<file path="config.mk">
export PLATFORM = sky130hd
export DESIGN_NAME = pbi_slot_ram
export DESIGN_NICKNAME = d
export VERILOG_FILES = /design/src/sv/pbi_pkg.sv /design/src/sv/pbi_slot_ram.sv
export SDC_FILE = /design/constraint.sdc
export NUM_CORES = 1
export LEC_CHECK = 0
export ABC_AREA = 1
export BUFFER_PORTS_ARGS = -buffer_cell sky130_fd_sc_hd__buf_2
export CORE_ASPECT_RATIO = 0.5
export CORE_UTILIZATION = 45
export CTS_CLUSTER_DIAMETER = 200
export CTS_CLUSTER_SIZE = 30
export DETAILED_ROUTE_END_ITERATION = 16
export GPL_TIMING_DRIVEN = 0
export PLACE_DENSITY = 0.69
export SLEW_MARGIN = 40
export SYNTH_ARGS = -nofsm -noshare
export SYNTH_HDL_FRONTEND = slang
export SYNTH_SLANG_ARGS = --single-unit
</file>
<file path="constraint.sdc">
create_clock -name i_clk -period 2.7 [get_ports i_clk]
set_input_delay 0.135 -clock i_clk [delete_from_list [all_inputs] [get_ports i_clk]]
set_output_delay 0.135 -clock i_clk [all_outputs]
set_load 0.01 [all_outputs]
</file>
<file path="src/sv/pbi_pkg.sv">
package pbi_pkg;

    // Fixed geometry of the slot file
    localparam int MAX_BLOCK   = 16;
    localparam int SLOT_BITS   = 4;
    localparam int HANDLE_BITS = 16;
    localparam int BSIZE_BITS  = 5;

    localparam logic [BSIZE_BITS-1:0] BSIZE_RESET = BSIZE_BITS'(MAX_BLOCK);

    // Input word action codes
    localparam logic [1:0] ACT_WRITE = 2'd0;
    localparam logic [1:0] ACT_LOAD  = 2'd1;
    localparam logic [1:0] ACT_FLUSH = 2'd2;

    typedef logic [SLOT_BITS-1:0]   t_slot;
    typedef logic [HANDLE_BITS-1:0] t_handle;

    // Slot RAM access from the sequencer
    typedef struct packed {
        logic    we;
        t_slot   waddr;
        t_handle wdata;
        logic    re;
        t_slot   raddr;
    } t_ram_req;

    // Result push toward the output register
    typedef struct packed {
        logic valid;
        logic last;
    } t_push;

endpackage

</file>
<file path="src/sv/pbi_slot_ram.sv">
module pbi_slot_ram import pbi_pkg::*; (
    input  logic     i_clk,
    input  t_ram_req i_req,
    output t_handle  o_rd_data
);

    t_handle r_mem [MAX_BLOCK];
    t_handle r_rd_data;

    // One write port, one registered read port
    always_ff @(posedge i_clk) begin
        if (i_req.we) begin
            r_mem[i_req.waddr] <= i_req.wdata;
        end
        if (i_req.re) begin
            r_rd_data <= r_mem[i_req.raddr];
        end
    end

    assign o_rd_data = r_rd_data;

endmodule

</file>
==> flow_metrics.py, run 1 <==
metrics = {
    "clocking": {
        "cts_max_level": 1,
        "holdBufCountCts": 0,
        "cts_setup_buffers": 0,
        "cts_tree": "built",
        "path_clk_slew_ns": 0.11,
        "clockBufferDepth": 3,
        "cts_sinks": 272,
        "cts_buffers": 13,
        "ctsResizeCount": 0,
        "cts_root_buf": "clkbuf_16",
        "clk_latency_ns": 0.50,
    },
    "global_routing": {
        "grt.total_usage": 0.217,
        "grt_max_degree": 31,
        "overflow": 0,
        "first_global_vias": 7453,
        "antenna_found_initial": 0,
        "grt_first_pass_wirelength_um": 42500,
    },
    "status": {
        "violations": "DRC",
        "status": "complete, but fails checks",
    },
    "setup_path": {
        "required_ns": 3.05,
        "path_max_fanout": 10,
        "timing.rr.start": "r_mem[3][3]",
        "slowest_delay_ns": 0.58,
        "cpMostUsedCell": "nand3_1",
        "cpMaxStageDelayCell": "clkbuf_1",
        "worst_setup_path_start_kind": "input pin",
        "reg2reg_depth": 6,
        "crit_chain": "buf_2, inv_2, clkbuf_1, nand3_1, nand3_1, nand3_1, nand2_1",
        "cp-startpoint": "i_req[1]",
        "path_class": "in -> reg",
        "crit_path_end_kind": "register",
        "cp.arrival_ns": 1.71,
    },
    "hold_path": {
        "hold_start": "i_req[5]",
        "hp-class": "in -> reg",
        "min_path_cells": 1,
    },
    "layout": {
        "fin_cells": 1481,
        "final_nets": 1164,
        "antenna_cells": 0,
        "layout-drive-gt1-share": 0.106,
        "area_delta_synth_final_pct": 10.9,
        "design_area_mm2": 0.0128,
        "fill_cells": 2137,
    },
    "timing": {
        "setup_ws_ns": 1.35,
        "timing.fmax_mhz": 739,
        "skew_ns": 0.0220,
        "post-route-period-util": 0.501,
        "slew_violations": 0,
        "setup_violations": 0,
        "worst_slew_pin_slew_ns": 0.771,
        "hold_viol": 0,
        "grt_setup_unrepaired": "no",
        "maxSlewHeadroom": 0.486,
        "min_period_ns": 1.35,
        "tns_ns": 0,
    },
    "pwr": {
        "vdd_drop_max_v": 0.000323,
        "cellPowerDensity_mw_per_mm2": 593,
        "leakagePower_nw": 5.38,
        "power_w": 0.00758,
    },
    "floorplanning": {
        "die_w_um": 228,
        "core_mm2": 0.0252,
        "die_y_um": 115,
        "rows": 41,
        "ios": 43,
        "die_area_mm2": 0.0263,
        "start_util": 0.458,
    },
    "yosys": {
        "yosys.area.top_type": "edfxtp_1",
        "syn-instance-count": 1074,
        "yosys_warnings": 0,
        "ys_seq_area_frac": 0.708,
        "syn_avg_cell_area_um2": 10.7,
        "post-synth-top-area-fraction": 0.708,
        "synth.distinct_cells": 12,
        "syn_nets": 1101,
        "syn_area_mm2": 0.0115,
        "ys_seq_elements": 272,
        "synth_area_leaders": "edfxtp_1, nand2_1, nand3_1",
    },
    "placed_design": {
        "port_buffers": 40,
        "hpwl_um": 18700,
        "dpl-instance-area_mm2": 0.0124,
        "gp_congestion": 0.916,
        "dpl.cell_count": 1466,
        "place_ws_ns": 0.920,
    },
    "route": {
        "drtIter0Drc": 1066,
        "vias_per_cell": 5.16,
        "first_pass_iters": 14,
        "num_vias": 7643,
        "finalWirelength_um": 28100,
        "antenna_left": 0,
        "drc": 3,
        "post_drt_wl_per_cell_um": 19.0,
    },
    "flow_run": {
        "maxCapViolations": 0,
    },
}
final cells by class:
cell class,instances,area [um2],share of cell area
Inverter,198,743,0.0581
Sequential cell,272,8170,0.638
Clock inverter,2,38.8,0.00303
Tap cell,344,430,0.0336
Multi-Input combinational cell,553,2440,0.191
Buffer,51,305,0.0239
Clock buffer,13,325,0.0254
Timing Repair Buffer,48,338,0.0264
metrics by stage:
stage	util	hold WS, ns
6_report	0.508	0.0102
5_1_grt	0.508	0.0129
2_1_floorplan	-	0.234
3_5_place_dp	0.493	0.540
4_1_cts	0.508	0.00962
3_3_place_gp	0.483	0.529
critical path, delay by kind of cell:
family / cells / cell delay, ns
and+or+nand+nor: 4 / 0.69
buffers and inverters: 3 / 0.87
synthesized netlist by cell type:
master	n
buf_1	1
buf_2	19
buf_4	18
buf_6	3
clkbuf_1	10
edfxtp_1	272
inv_1	196
inv_2	2
nand2_1	341
nand3_1	193
nand3b_1	2
nor2_1	17
state kept, by name (all words and copies together) (netlist names):
signal	count
r_mem	256
o_rd_data	16
worst paths after layout:
kind | endpoint | slack, ns
min reg2reg | o_rd_data[15] | 0.77
min | r_mem[1][0] | 0.01
max | o_rd_data[8] | 1.35
max reg2reg | o_rd_data[3] | 1.40
power by group:
part | total, W | internal, W | leakage [nW] | switching (W)
registers | 0.00477 | 0.00475 | 2.47 | 0.0000220
clock network | 0.00219 | 0.000906 | 0.176 | 0.00128
logic | 0.000626 | 0.000174 | 2.73 | 0.000452
total | 0.00758 | 0.00583 | 5.38 | 0.00175
logic make-up after synthesis:
kind of cell	after synthesis	share of synthesized area
buf+inv	249	0.0909
flops	272	0.708
simple gates	553	0.201
routing by layer:
metal | share of wire | wire length (um) | track usage
met1 | 0.40 | 11200 | 0.291
met2 | 0.45 | 12700 | 0.358
met3 | 0.12 | 3350 | 0.0464
met4 | 0.027 | 769 | 0.0689
met5 | 0 | 0 | 0
placed cells by master, fill, tap and decap left out:
cell type  instances
clkbuf_16         13
clkbuf_1          10
clkinv_16          1
nand3_1          193
nand3b_1           2
inv_1            196
nor2_4            16
buf_4             18
buf_8              4
nor2_1             1
nand2_1          341
inv_2              2
buf_6              5
inv_6              1
buf_2             59
buf_1              1
buf_16             2
edfxtp_1         272
Note: power is estimated with default switching activity, not from simulation.
==> inputs of run 2 (changes only) <==
- clock period: 2.7 -> 1.35 ns (I/O delays scaled with it)
==> run 2 against run 1 <==
Net effect:
- the run still ends with DRC left
- via count rose by 1.5%
- hold slack got worse by 0.0056 ns
- sequential share of layout area shrank 0.77 points
- sequential power increased by 100%
- worst setup slack worse by 1.3 ns
- cell area rose by 1.2%
- combinational power up 110%
- register-to-register slack got worse by 1.4 ns
- critical path depth unchanged
- non-clock buffer count grew 15
- clock power up 99%
- critical endpoint unchanged
==> flow_metrics.py, run 2 (synthesis results as in run 1) <==
metrics = {
    "status": {
        "status": "complete, but fails checks",
        "violations": "DRC",
    },
    "setup_path": {
        "cpMostUsedCell": "nand3_1",
        "cp.arrival_ns": 1.65,
        "path_delay_family": "buffers and inverters",
        "worst_setup_path_start_kind": "input pin",
        "path_class": "in -> reg",
        "crit_path_end_kind": "register",
        "required_ns": 1.70,
        "crit_chain": "buf_2, inv_2, clkbuf_1, nand3_1, nand3_1, nand3_1, nand2_1",
        "cpMaxStageDelayCell": "clkbuf_1",
        "path_max_fanout": 10,
        "slowest_delay_ns": 0.59,
        "path_buf_inv": 3,
    },
    "layout": {
        "fill_cells": 2124,
        "regMostFlops": "r_mem",
        "fin_cells": 1496,
        "multi_input_area_mm2": 0.00245,
        "final_nets": 1179,
        "seq_area_mm2": 0.00817,
        "largest_reg_flops": 256,
        "antenna_cells": 0,
        "final_cell_mix": "nand2_1, edfxtp_1, inv_1, nand3_1, buf_2",
        "layout_commonest_cell": "nand2_1",
        "area_delta_synth_final_pct": 12.2,
        "layout-drive-gt1-share": 0.106,
        "final_core_util": 0.514,
    },
    "clocking": {
        "cts_root_buf": "clkbuf_16",
        "clockBufferDepth": 3,
        "clk_latency_ns": 0.49,
        "cts_tree": "built",
        "cts_sinks": 272,
        "cts_setup_buffers": 0,
        "cts_max_level": 1,
        "cts_buffers": 13,
        "path_clk_slew_ns": 0.11,
    },
    "pwr": {
        "comb_power_share": 0.085,
        "leakagePower_nw": 5.44,
        "switching_share": 0.231,
        "cellPowerDensity_mw_per_mm2": 1170,
        "p_switching_w": 0.00351,
        "power_frac_seq": 0.628,
        "power_w": 0.0152,
        "vdd_drop_max_v": 0.000646,
        "pwr-share-clk": 0.287,
        "p_int_w": 0.0117,
    },
    "global_routing": {
        "grt_first_pass_wirelength_um": 42800,
        "grt.total_usage": 0.218,
        "overflow": 0,
        "grt_max_degree": 31,
        "antenna_found_initial": 0,
        "first_global_vias": 7551,
    },
    "floorplanning": {
        "die_w_um": 228,
        "rows": 41,
        "core_mm2": 0.0252,
        "die_y_um": 115,
        "die_area_mm2": 0.0263,
        "ios": 43,
        "start_util": 0.458,
    },
    "placed_design": {
        "dpl.cell_count": 1466,
        "gp_congestion": 0.916,
        "port_buffers": 40,
        "hpwl_um": 18700,
    },
    "route": {
        "drc": 3,
        "finalWirelength_um": 28200,
        "first_pass_iters": 13,
        "vias_per_cell": 5.18,
        "drtIter0Drc": 1037,
        "num_vias": 7755,
        "post_drt_wl_per_cell_um": 18.9,
        "antenna_left": 0,
    },
    "hold_path": {
        "hp-class": "in -> reg",
    },
    "timing": {
        "hold_viol": 0,
        "post-route-period-util": 0.965,
        "slew_violations": 0,
        "min_period_ns": 1.30,
        "grt_setup_unrepaired": "no",
        "setup_violations": 0,
        "timing.fmax_mhz": 768,
        "maxSlewHeadroom": 0.495,
        "skew_ns": 0.0204,
        "worst_slew_pin_slew_ns": 0.758,
    },
    "flow_run": {
        "maxCapViolations": 0,
    },
}
## run 2: changes by cell type in the layout (fill, tap and decap cells not counted)
cell,before,now
nand3_2,0,1
nand3_1,193,192
dlygate4sd3_1,0,15
## run 2: layer usage
metal	vias up	GRT usage	wire (um)
met5	-	0	0
met4	0	0.0671	779
met2	429	0.364	13000
met3	59	0.0471	2970
met1	3655	0.289	11500
li1	3612	-	-
## run 2: power groups by stage
stage               clock network (W)  logic (W)  registers (W)
CTS                           0.00442    0.00127        0.00954
floorplan                           0   0.000638        0.00976
global route                  0.00468    0.00140        0.00956
finish                        0.00436    0.00129        0.00954
global placement                    0    0.00116        0.00973
detailed placement                  0    0.00123        0.00974
## run 2: path summary, 6_finish.rpt
check               startpoint           end  slack [ns]  cells after the start
hold / removal        i_req[8]   r_mem[3][3]       0.005                      1
hold reg to reg   r_mem[11][2]  o_rd_data[2]        0.77                      6
setup reg to reg   r_mem[1][8]  o_rd_data[8]        0.05                      6
setup / recovery      i_req[1]  o_rd_data[8]        0.05                      7
## run 2: final cells by class
type	instances	area share
flip-flops and latches	272	0.631
clock inverters	2	0.00300
well taps	344	0.0332
plain buffers	51	0.0236
multi-input cells	553	0.189
clock buffers	13	0.0251
repair buffers	63	0.0377
inverters	198	0.0574
## run 2: through the flow
step	hold slack, ns	TNS [ns]	setup WS, ns	instance area, um2
after floorplan	0.166	-2.19	-0.0171	11500
after global placement	0.461	-190.67	-0.812	12200
after detailed placement	0.472	-29.72	-0.362	12400
after CTS	0.00321	0	0.0927	12900
after global routing	0.00568	0	0.00404	12900
final	0.00462	0	0.0477	12900
## run 2: what timing repair did
item                                    in CTS  in global routing
hold buffers                                15                  0
endpoints found under the setup margin       0                  1
hold endpoints to repair                   230                  0
resized for setup                            0                  1
